`config.mk`:
```
export PLATFORM = sky130hd
export DESIGN_NAME = smeu_div
export DESIGN_NICKNAME = d
export VERILOG_FILES = /design/src/rtl/core/smeu_pkg.sv /design/src/rtl/core/smeu_div.sv
export SDC_FILE = /design/constraint.sdc
export NUM_CORES = 1
export LEC_CHECK = 0
export BUFFER_PORTS_ARGS = -buffer_cell sky130_fd_sc_hd__buf_2
export CORE_UTILIZATION = 32
export DETAILED_ROUTE_END_ITERATION = 10
export PLACE_DENSITY = 0.48
export SYNTH_ARGS = -nofsm -noshare
export SYNTH_HDL_FRONTEND = slang
export SYNTH_SLANG_ARGS = --single-unit
```
`constraint.sdc`:
```
create_clock -name clk_i -period 2.95 [get_ports clk_i]
set_input_delay 0.295 -clock clk_i [delete_from_list [all_inputs] [get_ports clk_i]]
set_output_delay 0.295 -clock clk_i [all_outputs]
set_load 0.02 [all_outputs]
```
`src/rtl/core/smeu_pkg.sv`:
```
// Shared constants, opcode and code types for the stack machine execute unit.
package smeu_pkg;

  localparam int unsigned SmeuStackDepth = 1024;
  localparam int unsigned SmeuCodeDepth  = 4096;

  localparam int unsigned DataW = 32;
  localparam int unsigned WideW = 34;
  localparam int unsigned LenW  = 13;
  localparam int unsigned TgtW  = 12;
  localparam int unsigned CmdW  = 5;

  localparam int PrintLow  = 32;
  localparam int PrintHigh = 126;

  typedef enum logic [CmdW-1:0] {
    OP_AMEM  = 5'd0,  OP_DMEM  = 5'd1,  OP_CRCT  = 5'd2,  OP_CRVL  = 5'd3,
    OP_ARMZ  = 5'd4,  OP_SOMA  = 5'd5,  OP_SUBT  = 5'd6,  OP_MULT  = 5'd7,
    OP_DIVI  = 5'd8,  OP_INVR  = 5'd9,  OP_CONJ  = 5'd10, OP_DISJ  = 5'd11,
    OP_CMME  = 5'd12, OP_CMMA  = 5'd13, OP_CMEQ  = 5'd14, OP_CDIF  = 5'd15,
    OP_CMMEQ = 5'd16, OP_CMMAQ = 5'd17, OP_DSVS  = 5'd18, OP_DSVF  = 5'd19,
    OP_CHPR  = 5'd20, OP_CHPD  = 5'd21, OP_CHLE  = 5'd22, OP_PARA  = 5'd23,
    OP_CHAM  = 5'd24, OP_RETOR = 5'd25, OP_CRVI  = 5'd26, OP_ARMI  = 5'd27,
    OP_TROCA = 5'd28
  } op_e;

  typedef enum logic [1:0] {
    PK_NONE = 2'd0,
    PK_CHAR = 2'd1,
    PK_NUM  = 2'd2
  } print_kind_e;

  typedef enum logic [1:0] {
    ERR_NONE        = 2'd0,
    ERR_DIV_ZERO    = 2'd1,
    ERR_UNKNOWN_OP  = 2'd2,
    ERR_STACK_RANGE = 2'd3
  } err_e;

  typedef logic signed [WideW-1:0] wide_t;

  // Sign-extends a stack cell to the wide signed width used for range checks.
  function automatic wide_t sx32(input logic [DataW-1:0] v);
    return wide_t'($signed(v));
  endfunction

endpackage

```
`src/rtl/core/smeu_div.sv`:
```
// Iterative signed divider, one quotient bit per cycle, truncating toward zero.
module smeu_div (
  input  logic                     clk_i,
  input  logic                     rst_ni,
  input  logic                     start_i,
  input  logic [smeu_pkg::DataW-1:0] dividend_i,
  input  logic [smeu_pkg::DataW-1:0] divisor_i,
  output logic                     done_o,
  output logic [smeu_pkg::DataW-1:0] quotient_o
);
  import smeu_pkg::*;

  localparam int unsigned CntW = $clog2(DataW + 1);

  logic            busy_q, busy_d;
  logic            done_q, done_d;
  logic [CntW-1:0] cnt_q, cnt_d;
  logic [DataW-1:0] rem_q, rem_d, quo_q, quo_d, mb_q, mb_d;
  logic            neg_q, neg_d;
  logic [DataW:0]  shifted, diff;

  always_comb begin
    busy_d  = busy_q;
    done_d  = 1'b0;
    cnt_d   = cnt_q;
    rem_d   = rem_q;
    quo_d   = quo_q;
    mb_d    = mb_q;
    neg_d   = neg_q;
    shifted = {rem_q, quo_q[DataW-1]};
    diff    = shifted - {1'b0, mb_q};
    if (start_i) begin
      busy_d = 1'b1;
      cnt_d  = CntW'(DataW);
      rem_d  = '0;
      quo_d  = dividend_i[DataW-1] ? -dividend_i : dividend_i;
      mb_d   = divisor_i[DataW-1] ? -divisor_i : divisor_i;
      neg_d  = dividend_i[DataW-1] ^ divisor_i[DataW-1];
    end else if (busy_q) begin
      if (!diff[DataW]) begin
        rem_d = diff[DataW-1:0];
        quo_d = {quo_q[DataW-2:0], 1'b1};
      end else begin
        rem_d = shifted[DataW-1:0];
        quo_d = {quo_q[DataW-2:0], 1'b0};
      end
      cnt_d = cnt_q - CntW'(1);
      if (cnt_q == CntW'(1)) begin
        busy_d = 1'b0;
        done_d = 1'b1;
      end
    end
  end

  always_ff @(posedge clk_i or negedge rst_ni) begin
    if (!rst_ni) begin
      busy_q <= 1'b0;
      done_q <= 1'b0;
      cnt_q  <= '0;
    end else begin
      busy_q <= busy_d;
      done_q <= done_d;
      cnt_q  <= cnt_d;
    end
  end

  always_ff @(posedge clk_i) begin
    rem_q <= rem_d;
    quo_q <= quo_d;
    mb_q  <= mb_d;
    neg_q <= neg_d;
  end

  assign done_o     = done_q;
  assign quotient_o = neg_q ? -quo_q : quo_q;

endmodule

```
==> results.md, run 1 <==
- Layout Nets: 1192
- Worst-path cell with the longest stage delay: sky130_fd_sc_hd__or4_4
- Final setup viols: 37
- Power per standard cell area: 760 nW/um^2
- Critical-path maximum fanout: 3
- Cell area after placement: 9290 sq um
- H-tree lvl count: 3
- Total count of hold-check failures in the final report: 0
- Timing-limited maximum frequency: 0.301 GHz
- Register area: 2790 sq um
- Worst reg-to-reg path cell count: 16
- Max-Cap Viols: 0
- Total clock buffers created by CTS: 9
- CTS root buffer: sky130_fd_sc_hd__clkbuf_16
- Area used by multi-input combinational logic: 5080 sq um
- CTS tree: built
- Data required time at the worst endpoint: 2.65 ns
- Type of the setup path with the least slack: reg -> out
- Final Skew: 0.0141 ns
- Via density: 5.00
- Violation count after the first detailed-routing iteration: 489
- Arrival time worst endpoint: 3.03 ns
- Clk sinks: 105
- Total grt overflow: 0
- Number of top-level pins: 100
- Ratio of cells with drive above 1 in the final layout: 30.9%
- Synthesized-area fraction occupied by ao, oa, aoi and oai cells: 20.7%
- Period utilisation layout: 113%
- Cells after synthesis: 896
- Number of flops mapped to enable cells by yosys: 65
- Worst-Skew Late Latency: 0.36 ns
- Average detailed-routed wire length per instance: 15.2 microns
- Synthesized cell area: 7700 sq um
- Die height: 157 microns
- Pins Over Slew Limit: 0
- Cell taking the most area after synthesis: sky130_fd_sc_hd__edfxtp_1
- Crit path largest cell delay: 0.55 ns
- Final antenna diode count: 0
- Routability Congestion: 0.809
- Mapped Nets: 1001
- Cell total after placement: 1373
- DPL Wire Length: 15500 microns
- Hold Path Cell Cnt: 1
- Cell chain of the critical path: or4_4 -> nor4_4 -> nand2b_1 -> or4_4 -> or3_4 -> o41ai_4 -> xnor2_1 -> buf_4
- Primary flip-flop cell chosen by synthesis mapping: sky130_fd_sc_hd__edfxtp_1
- Leakage power of the design: 0.00436 uW
- Input/output buffers: 99
- Worst hold slack across all endpoints: 0.196 ns
- Clk pin slew, worst setup/hold paths: 0.08 ns
- Largest family of logic cells by synthesized area: compound AO/OA/AOI/OAI gates
- Antenna violations before repair: 0
- Post-synthesis share of cell area spent on xor and xnor gates: 13.6%
- Remaining number of nets flagged by the antenna check after routing: 0
- Count of cell instances traversed by the critical path: 8
- Via total after detailed routing: 7054
- Worst R2R Setup Slack: -0.13 ns
- Chip width: 157 microns
- Area Growth Syn to Fin: 35.1%
- Kind of capture point of the worst setup path: output port
- Row cnt: 56
- Summed area of non-filler cells in the final layout: 10400 sq um
- Simple logic cell fraction of the synthesized area: 18.2%
- Delay-heaviest family, CP: simple AND/OR/NAND/NOR gates
- GRT Util Overall: 17.9%
- Post-Synthesis Mean Instance Area: 8.59 sq um
- Multiplexer fraction of the synthesized cell area: 0.130%
- Fill cells: 2362
- DRC violations left: 0
- Worst min-delay path category: in -> reg
- Pin count of the biggest net entering global routing: 48
- Drt first pass iters: 5
- Slack of the critical path: -0.375 ns
- Via count of the first global-routing pass: 6756
- Synth top area share: 25.3%
- Setup repair after global routing missed its margin: true
- Transition time at the pin with the least slew margin: 0.702 ns
- Die ar.: 24700 sq um
- Register bit count reported by yosys: 105
- Status: finished with violations
- Count of different cell masters after synthesis: 56
- Top post-synthesis cells by count: sky130_fd_sc_hd__nand2_1, sky130_fd_sc_hd__nor2_1, sky130_fd_sc_hd__xnor2_1
- Final Instance Count excl. Fillers: 1411
- Post-synthesis async set-or-reset flop share: 7.62%
- Worst slew margin relative to its limit: 53.2%
- Total chip power: 7900 uW
- Initial core utilization: 32.7%
- Post-Synth Adder-Cell Area: 6.27%
- Violations in the final reports: negative setup slack
- Final min period: 3.33 ns
- Aggregate routed wire length: 21500 microns
- Core ar.: 23500 sq um
- First-pass GRT wire length: 34900 microns
- Top area cells in the synthesized netlist: sky130_fd_sc_hd__edfxtp_1, sky130_fd_sc_hd__xnor2_1, sky130_fd_sc_hd__dfxtp_1, sky130_fd_sc_hd__ha_1, sky130_fd_sc_hd__nand2_1
- Yosys Warn Count: 0
- Dominant cell type by count on the critical path: sky130_fd_sc_hd__or4_4
- Bufs on Longest Clock Path: 2
- Sequential area share after synthesis: 36.3%
- Most used standard cell by instance count after synthesis: sky130_fd_sc_hd__nand2_1
- IR drop worst, VDD: 0.000281 V
- Critical path launch point type: register
- Buffers and inverters on the worst path: 1
## per-layer routing
layer | vias up | global-route usage, % | share of wire, %
li1 | 3618 | - | -
met3 | 15 | 1.84 | 3.4
met4 | 0 | 4.39 | 1.1
met1 | 3285 | 25.3 | 51
met5 | - | 0 | 0
met2 | 136 | 29.1 | 45
## layout by cell type, fill, tap and decap left out, types with 17 or more instances in the layout
cell                       instances
sky130_fd_sc_hd__edfxtp_1         65
sky130_fd_sc_hd__inv_1            52
sky130_fd_sc_hd__ha_1             36
sky130_fd_sc_hd__a21oi_1          62
sky130_fd_sc_hd__buf_4           115
sky130_fd_sc_hd__nand2_1          73
sky130_fd_sc_hd__dfxtp_1          32
sky130_fd_sc_hd__buf_2            90
sky130_fd_sc_hd__xor2_1           39
sky130_fd_sc_hd__xnor2_1          79
sky130_fd_sc_hd__nand2b_1         17
sky130_fd_sc_hd__nor2_1           91
sky130_fd_sc_hd__o31ai_1          27
sky130_fd_sc_hd__o21ai_0          38
## final timing paths
kind                                         from                      to
min in group asynchronous                  rst_ni        done_o$_DFF_PN0_
max reg2reg                   quo_q[31]$_DFFE_PP_  rem_q[20]$_SDFFE_PP0P_
max in group asynchronous                  rst_ni        busy_q$_DFF_PN0_
max                           quo_q[16]$_DFFE_PP_          quotient_o[29]
min reg2reg                rem_q[21]$_SDFFE_PP0P_  rem_q[22]$_SDFFE_PP0P_
min                                  divisor_i[0]       mb_q[0]$_DFFE_PP_
## final cells by class
| class | count | area share [%] |
|---|---|---|
| inverters | 52 | 1.88 |
| well taps | 319 | 3.84 |
| clock buffers | 10 | 2.20 |
| repair buffers | 226 | 15.9 |
| flip-flops and latches | 105 | 26.9 |
| clock inverters | 6 | 0.445 |
| multi-input cells | 693 | 48.9 |
## registers in the layout (all words and copies together), names as in the netlist
| register | flops |
|---|---|
| busy_q | 1 |
| cnt_q | 6 |
| done_o | 1 |
| mb_q | 32 |
| neg_q | 1 |
| quo_q | 32 |
| rem_q | 32 |
## stage by stage
step           TNS (ns)  setup slack (ns)  util (%)
2_1_floorplan    -0.122           -0.0860         -
3_3_place_gp     -10.20            -0.347      39.5
4_1_cts           -6.14            -0.511      43.2
6_report          -4.33            -0.375      44.2
3_5_place_dp     -10.85            -0.377      39.5
5_1_grt           -9.76            -0.496      44.2
## kinds of logic (layout without fill, tap and decap cells)
logic type,after synthesis,after routing
simple gates,296,296
compound gates,238,238
xor+xnor,120,120
flops,105,105
buf+inv,98,294
fa+ha+maj,38,38
mux,1,1
## report_power, final
part | internal, uW | switching (uW) | total (uW)
logic | 2210 | 2320 | 4530
clock network | 586 | 580 | 1170
registers | 1910 | 298 | 2210
total | 4710 | 3200 | 7900
## timing repair
| action | in CTS | in global routing |
|---|---|---|
| cloned | 4 | 0 |
| gates resized for setup | 83 | 52 |
| endpoints found under the setup margin | 44 | 47 |
| hold buffers | 1 | 0 |
| setup buffers | 17 | 2 |
| pin swaps | 48 | 40 |
| hold endpoints to repair | 8 | 0 |
Note: power is estimated with default switching activity, not from simulation.
==> run 2, diff against run 1 <==
--- a/config.mk
+++ b/config.mk
@@ -12,3 +12,4 @@
 export SYNTH_ARGS = -nofsm -noshare
 export SYNTH_HDL_FRONTEND = slang
 export SYNTH_SLANG_ARGS = --single-unit
+export TNS_END_PERCENT = 10
==> run 2 against run 1 <==
The flow still finishes with violations (negative setup slack). Sequential share of layout area rose by 1.6 points. Flip-flop and latch count unchanged. Clock-buffer cell count is 4 higher. Power is 11% lower. Via count is 2.1% lower.
==> results.md, run 2 (synthesis results as in run 1) <==
- Status: finished with violations (unchanged)
- Violations in the final reports: negative setup slack (unchanged)
- DPL Wire Length: 15300 microns (was 15500 microns)
- CTS tree: built (unchanged)
- Total grt overflow: 0 (unchanged)
- Most common cell after layout, fill and taps aside: sky130_fd_sc_hd__buf_4 (unchanged)
- Worst R2R Setup Slack: -0.02 ns (was -0.13 ns)
- Total count of hold-check failures in the final report: 0 (unchanged)
- Worst reg-to-reg path cell count: 14 (was 16)
- Kind of capture point of the worst setup path: output port (unchanged)
- Bufs on Longest Clock Path: 2 (unchanged)
- Pins Over Slew Limit: 0 (unchanged)
- Remaining number of nets flagged by the antenna check after routing: 0 (unchanged)
- Critical register-to-register path endpoint: rem_q[15]$_SDFFE_PP0P_ (was rem_q[20]$_SDFFE_PP0P_)
- Commonest cells after routing, fill and taps aside: sky130_fd_sc_hd__buf_4, sky130_fd_sc_hd__nand2_1, sky130_fd_sc_hd__nor2_1, sky130_fd_sc_hd__buf_2, sky130_fd_sc_hd__xnor2_1 (was sky130_fd_sc_hd__buf_4, sky130_fd_sc_hd__nor2_1, sky130_fd_sc_hd__buf_2, sky130_fd_sc_hd__xnor2_1, sky130_fd_sc_hd__nand2_1)
- Clk sinks: 105 (unchanged)
- Final Skew: 0.00963 ns (was 0.0141 ns)
- Slack of the critical path: -0.322 ns (was -0.375 ns)
- Cell total after placement: 1371 (was 1373)
- First-pass GRT wire length: 32600 microns (was 34900 microns)
- Number of top-level pins: 100 (unchanged)
- Ratio of cells with drive above 1 in the final layout: 24.0% (was 30.9%)
- Crit path largest cell delay: 0.59 ns (was 0.55 ns)
- Timing-limited maximum frequency: 0.306 GHz (was 0.301 GHz)
- Via total after detailed routing: 6903 (was 7054)
- Die height: 157 microns (unchanged)
- Startpoint of the worst hold path: divisor_i[0] (unchanged)
- Average detailed-routed wire length per instance: 14.4 microns (was 15.2 microns)
- Setup repair after global routing missed its margin: true (unchanged)
- Buffers and inverters on the worst path: 1 (unchanged)
- Cell chain of the critical path: or4_4 -> nor4_4 -> nand2b_1 -> or4_4 -> or3_4 -> o41ai_4 -> xnor2_1 -> buf_4 (unchanged)
- Die ar.: 24700 sq um (unchanged)
- Core ar.: 23500 sq um (unchanged)
- Final setup viols: 10 (was 37)
- Arrival time worst endpoint: 2.98 ns (was 3.03 ns)
- Layout Nets: 1170 (was 1192)
- Aggregate routed wire length: 20000 microns (was 21500 microns)
- Final Instance Count excl. Fillers: 1389 (was 1411)
- Antenna violations before repair: 0 (unchanged)
- Final antenna diode count: 0 (unchanged)
- Critical-path maximum fanout: 4 (was 3)
- Max-Cap Viols: 0 (unchanged)
- Data required time at the worst endpoint: 2.65 ns (about the same)
- Pin count of the biggest net entering global routing: 50 (was 48)
- Worst r2r src: quo_q[31]$_DFFE_PP_ (unchanged)
- Chip width: 157 microns (unchanged)
- Violation count after the first detailed-routing iteration: 434 (was 489)
- Worst-path cell with the longest stage delay: sky130_fd_sc_hd__or4_4 (unchanged)
- Power per standard cell area: 718 nW/um^2 (was 760 nW/um^2)
- Input/output buffers: 99 (unchanged)
- Crit. Startpoint: quo_q[17]$_DFFE_PP_ (was quo_q[16]$_DFFE_PP_)
- Type of the setup path with the least slack: reg -> out (unchanged)
- Row cnt: 56 (unchanged)
- CTS root buffer: sky130_fd_sc_hd__clkbuf_16 (unchanged)
- Worst-Skew Late Latency: 0.35 ns (was 0.36 ns)
- IR drop worst, VDD: 0.000282 V (was 0.000281 V)
- Drt first pass iters: 5 (unchanged)
- DRC violations left: 0 (unchanged)
- Routability Congestion: 0.812 (was 0.809)
- H-tree lvl count: 3 (unchanged)
- End of the worst hold path: mb_q[0]$_DFFE_PP_ (unchanged)
- Period utilisation layout: 111% (was 113%)
- Initial core utilization: 32.7% (unchanged)
- Worst min-delay path category: in -> reg (unchanged)
- GRT Util Overall: 16.6% (was 17.9%)
- Hold Path Cell Cnt: 1 (unchanged)
- Leakage power of the design: 0.00407 uW (was 0.00436 uW)
- Transition time at the pin with the least slew margin: 1.12 ns (was 0.702 ns)
- Critical path launch point type: register (unchanged)
- Delay-heaviest family, CP: simple AND/OR/NAND/NOR gates (unchanged)
- Top flop regs: mb_q x32, quo_q x32, rem_q x32 (unchanged)
- Final min period: 3.27 ns (was 3.33 ns)
- Worst slew margin relative to its limit: 25.0% (was 53.2%)
- Total clock buffers created by CTS: 9 (unchanged)
- Clk pin slew, worst setup/hold paths: 0.07 ns (was 0.08 ns)
- Via count of the first global-routing pass: 6515 (was 6756)
- Dominant cell type by count on the critical path: sky130_fd_sc_hd__or4_4 (unchanged)
- Via density: 4.97 (was 5.00)
- Total chip power: 7040 uW (was 7900 uW)
- Area Growth Syn to Fin: 27.3% (was 35.1%)
[run 2: cell types whose count changed in the layout (fill, tap and decap cells not counted), moves of 5 or more]
cell | before | now
sky130_fd_sc_hd__nand2_2 | 13 | 0
sky130_fd_sc_hd__buf_6 | 9 | 1
sky130_fd_sc_hd__nand2_1 | 73 | 98
sky130_fd_sc_hd__nand2_4 | 12 | 0
sky130_fd_sc_hd__o21ai_0 | 38 | 43
sky130_fd_sc_hd__buf_4 | 115 | 107
sky130_fd_sc_hd__a311oi_2 | 12 | 2
sky130_fd_sc_hd__a311oi_1 | 13 | 23
[run 2: power by group]
group | leakage (uW) | total [uW] | switching [uW] | internal, uW
clock network | 0.000149 | 1240 | 562 | 679
registers | 0.00101 | 2190 | 280 | 1910
logic | 0.00292 | 3610 | 1910 | 1710
[run 2: how the worst max path moves through the flow]
| stage | endpoint | slack (ns) | cells past startpoint |
|---|---|---|---|
| floorplan | quo_q[30]$_DFFE_PP_ | -0.09 | 8 |
| global placement | rem_q[15]$_SDFFE_PP0P_ | -0.38 | 14 |
| detailed placement | rem_q[19]$_SDFFE_PP0P_ | -0.36 | 14 |
| CTS | quotient_o[29] | -0.46 | 8 |
| global route | quotient_o[29] | -0.41 | 8 |
| finish | quotient_o[29] | -0.32 | 8 |
[run 2: through the flow]
step	utilization, %	hold WS (ns)	setup slack (ns)	cell area [sq um]	TNS (ns)
after floorplan	-	-0.000591	-0.0860	7700	-1.35
after global placement	39.4	0.151	-0.376	9270	-11.84
after detailed placement	39.4	0.148	-0.361	9270	-12.01
after CTS	41.3	0.202	-0.464	9720	-2.93
after global routing	41.7	0.204	-0.411	9810	-6.67
final	41.7	0.222	-0.322	9810	-1.77
[run 2: timing repair]
item / 4_1_cts / 5_1_grt
resized for setup: 25 / 17
gates cloned: 0 / 0
hold endpoints to repair: 8 / 0
buffers inserted: 1 / 0
endpoints found under the setup margin: 48 / 48
pin swaps: 6 / 4
hold buffers: 1 / 0
[run 2: final cells by class]
type,instances,area [sq um]
Timing Repair Buffer,204,1380
Inverter,52,195
Tap cell,319,399
Fill cell,2451,13700
Clock inverter,2,17.5
Clock buffer,14,285
Multi-Input combinational cell,693,4740
Sequential cell,105,2790
[run 2: worst reg2reg max path: cells and delay by family, from the launching register on]
kind / cells / cell delay (ns)
flops: 1 / 0.37
xor+xnor: 1 / 0.16
compound gates: 6 / 1.11
buf+inv: 3 / 0.45
fa+ha+maj: 2 / 0.53
simple gates: 2 / 0.24
[run 2: metal layers]
metal	wire, microns	vias to the layer above	track usage (%)
li1	-	3576	-
met5	0	-	0
met4	221	0	4.48
met2	8740	141	26.9
met3	719	14	1.98
met1	10300	3172	23.1
==> run 3, diff against run 2 <==
--- a/config.mk
+++ b/config.mk
@@ -8,7 +8,7 @@
 export BUFFER_PORTS_ARGS = -buffer_cell sky130_fd_sc_hd__buf_2
 export CORE_UTILIZATION = 32
 export DETAILED_ROUTE_END_ITERATION = 10
-export PLACE_DENSITY = 0.48
+export PLACE_DENSITY = 0.46
 export SYNTH_ARGS = -nofsm -noshare
 export SYNTH_HDL_FRONTEND = slang
 export SYNTH_SLANG_ARGS = --single-unit
==> constraint.sdc (replaced) <==
create_clock -name clk_i -period 3.7 [get_ports clk_i]
set_input_delay 0.37 -clock clk_i [delete_from_list [all_inputs] [get_ports clk_i]]
set_output_delay 0.37 -clock clk_i [all_outputs]
set_load 0.02 [all_outputs]
==> run 3 against run 2 <==
Critical endpoint unchanged. The flow now finishes without violations. Non-clock buffer count shrank 83. Clock-buffer cell count shrank 3. Utilization shrank 3.5 points.
==> results.md, run 3 (synthesis results as in run 1) <==
- Status: complete, no violations (was finished with violations)
- Initial core utilization: 32.7% (unchanged)
- Pin count of the biggest net entering global routing: 69 (was 50)
- Bufs on Longest Clock Path: 2 (unchanged)
- Die ar.: 24700 sq um (unchanged)
- Final Skew: 0.00877 ns (was 0.00963 ns)
- Ratio of cells with drive above 1 in the final layout: 15.8% (was 24.0%)
- IR drop worst, VDD: 0.000239 V (was 0.000282 V)
- Core ar.: 23500 sq um (unchanged)
- Critical-path maximum fanout: 5 (was 4)
- Via count of the first global-routing pass: 6316 (was 6515)
- Setup repair after global routing missed its margin: false (was true)
- Data required time at the worst endpoint: 3.33 ns (was 2.65 ns)
- First-pass GRT wire length: 32300 microns (was 32600 microns)
- Power per standard cell area: 572 nW/um^2 (was 718 nW/um^2)
- Worst slew margin relative to its limit: 35.8% (was 25.0%)
- H-tree lvl count: 3 (unchanged)
- Final Instance Count excl. Fillers: 1306 (was 1389)
- Period utilisation layout: 94.4%
- Remaining number of nets flagged by the antenna check after routing: 0 (unchanged)
- Input/output buffers: 99 (unchanged)
- Area Growth Syn to Fin: 16.5% (was 27.3%)
- Via total after detailed routing: 6655 (was 6903)
- Die height: 157 microns (unchanged)
- Startpoint of the worst hold path: divisor_i[0] (unchanged)
- Critical path launch point type: register (unchanged)
- Chip width: 157 microns (unchanged)
- DRC violations left: 0 (unchanged)
- Row cnt: 56 (unchanged)
- Total grt overflow: 0 (unchanged)
- Total clock buffers created by CTS: 9 (unchanged)
- Commonest cells after routing, fill and taps aside: sky130_fd_sc_hd__nand2_1, sky130_fd_sc_hd__buf_2, sky130_fd_sc_hd__nor2_1, sky130_fd_sc_hd__xnor2_1, sky130_fd_sc_hd__a21oi_1 (was sky130_fd_sc_hd__buf_4, sky130_fd_sc_hd__nand2_1, sky130_fd_sc_hd__nor2_1, sky130_fd_sc_hd__buf_2, sky130_fd_sc_hd__xnor2_1)
- Max-Cap Viols: 0 (unchanged)
- Number of top-level pins: 100 (unchanged)
- Cell total after placement: 1286 (was 1371)
- Via density: 5.10 (was 4.97)
- Total count of hold-check failures in the final report: 0 (unchanged)
- Drt first pass iters: 5 (unchanged)
- Final min period: 3.49 ns
- Routability Congestion: 0.825 (was 0.812)
- Type of the setup path with the least slack: reg -> out (unchanged)
- Crit path largest cell delay: 0.55 ns (was 0.59 ns)
- Crit. Startpoint: quo_q[15]$_DFFE_PP_ (was quo_q[17]$_DFFE_PP_)
- DPL Wire Length: 14800 microns (was 15300 microns)
- Cell chain of the critical path: or4_4 -> nor4_4 -> nand2b_1 -> or4_1 -> or3_1 -> o41ai_2 -> xnor2_1 -> buf_4 (was or4_4 -> nor4_4 -> nand2b_1 -> or4_4 -> or3_4 -> o41ai_4 -> xnor2_1 -> buf_4)
- Leakage power of the design: 0.00361 uW (was 0.00407 uW)
- Clk sinks: 105 (unchanged)
- Average detailed-routed wire length per instance: 14.9 microns (was 14.4 microns)
- Final setup viols: 0 (was 10)
- Pins Over Slew Limit: 0 (unchanged)
- Layout Nets: 1087 (was 1170)
- Antenna violations before repair: 0 (unchanged)
- Worst r2r src: quo_q[31]$_DFFE_PP_ (unchanged)
- Kind of capture point of the worst setup path: output port (unchanged)
- Top flop regs: mb_q x32, quo_q x32, rem_q x32 (unchanged)
- Total chip power: 5140 uW (was 7040 uW)
- Worst-path cell with the longest stage delay: sky130_fd_sc_hd__or4_4 (unchanged)
- Most common cell after layout, fill and taps aside: sky130_fd_sc_hd__nand2_1 (was sky130_fd_sc_hd__buf_4)
- Worst-Skew Late Latency: 0.35 ns (about the same)
- CTS tree: built (unchanged)
- Violation count after the first detailed-routing iteration: 318 (was 434)
- Arrival time worst endpoint: 3.12 ns (was 2.98 ns)
- Aggregate routed wire length: 19500 microns (was 20000 microns)
- Transition time at the pin with the least slew margin: 0.963 ns (was 1.12 ns)
- CTS root buffer: sky130_fd_sc_hd__clkbuf_16 (unchanged)
- Worst min-delay path category: in -> reg (unchanged)
- GRT Util Overall: 16.4% (was 16.6%)
- Final antenna diode count: 0 (unchanged)
- Timing-limited maximum frequency: 0.286 GHz
- Clk pin slew, worst setup/hold paths: 0.07 ns (about the same)
[run 3: path summary, 6_finish.rpt]
| path | to | slack (ns) | cells past startpoint |
|---|---|---|---|
| setup / recovery | quotient_o[29] | 0.21 | 8 |
| max in group asynchronous | busy_q$_DFF_PN0_ | 3.13 | 2 |
| hold reg to reg | rem_q[21]$_SDFFE_PP0P_ | 0.50 | 2 |
| hold / removal | mb_q[0]$_DFFE_PP_ | 0.29 | 1 |
| setup reg to reg | rem_q[2]$_SDFFE_PP0P_ | 0.30 | 15 |
| min in group asynchronous | cnt_q[4]$_DFFE_PN0P_ | 0.38 | 2 |
[run 3: area by class of cell]
type / instances / area [sq um]
Clock buffer: 11 / 243
Clock inverter: 5 / 63.8
Tap cell: 319 / 399
Sequential cell: 105 / 2790
Timing Repair Buffer: 121 / 668
Multi-Input combinational cell: 693 / 4610
Inverter: 52 / 195
Fill cell: 2468 / 14600
[run 3: metal layers]
layer | part of all wire (%) | vias to the layer above | wire (microns) | GRT usage (%)
li1 | - | 3410 | - | -
met1 | 52 | 3073 | 10100 | 23.8
met2 | 43 | 160 | 8390 | 25.9
met3 | 4.1 | 12 | 805 | 1.73
met4 | 1.1 | 0 | 217 | 4.30
met5 | 0 | - | 0 | 0
[run 3: worst max-delay path: cells and delay by family (launching register included)]
family | cells | cell delay [ns]
AND/OR/NAND/NOR | 5 | 1.70
flip-flops | 1 | 0.47
AO/OA/AOI/OAI | 1 | 0.24
XOR/XNOR | 1 | 0.17
buffers and inverters | 1 | 0.17
[run 3: metrics by stage]
stage	hold WS, ns	TNS (ns)	worst slack [ns]	util, %	instance area (sq um)
2_1_floorplan	0.0744	0	0.566	-	7700
3_3_place_gp	0.227	0	0.242	36.4	8570
3_5_place_dp	0.226	0	0.195	36.4	8570
4_1_cts	0.281	-0.0178	-0.0178	37.8	8900
5_1_grt	0.290	0	0.00680	38.1	8970
6_report	0.291	0	0.207	38.1	8970
[run 3: what timing repair did]
action / in CTS / in global routing
resized for setup: 2 / 7
hold buffers: 1 / 0
endpoints found under the setup margin: 4 / 23
buffers inserted: 0 / 3
hold endpoints to repair: 8 / 0
[run 3: power breakdown]
part / switching (uW) / leakage (uW) / internal [uW] / total, uW
combinational: 1350 / 0.00245 / 1010 / 2360
sequential: 261 / 0.00101 / 1520 / 1780
clock: 443 / 0.000146 / 549 / 992
total: 2060 / 0.00361 / 3080 / 5140
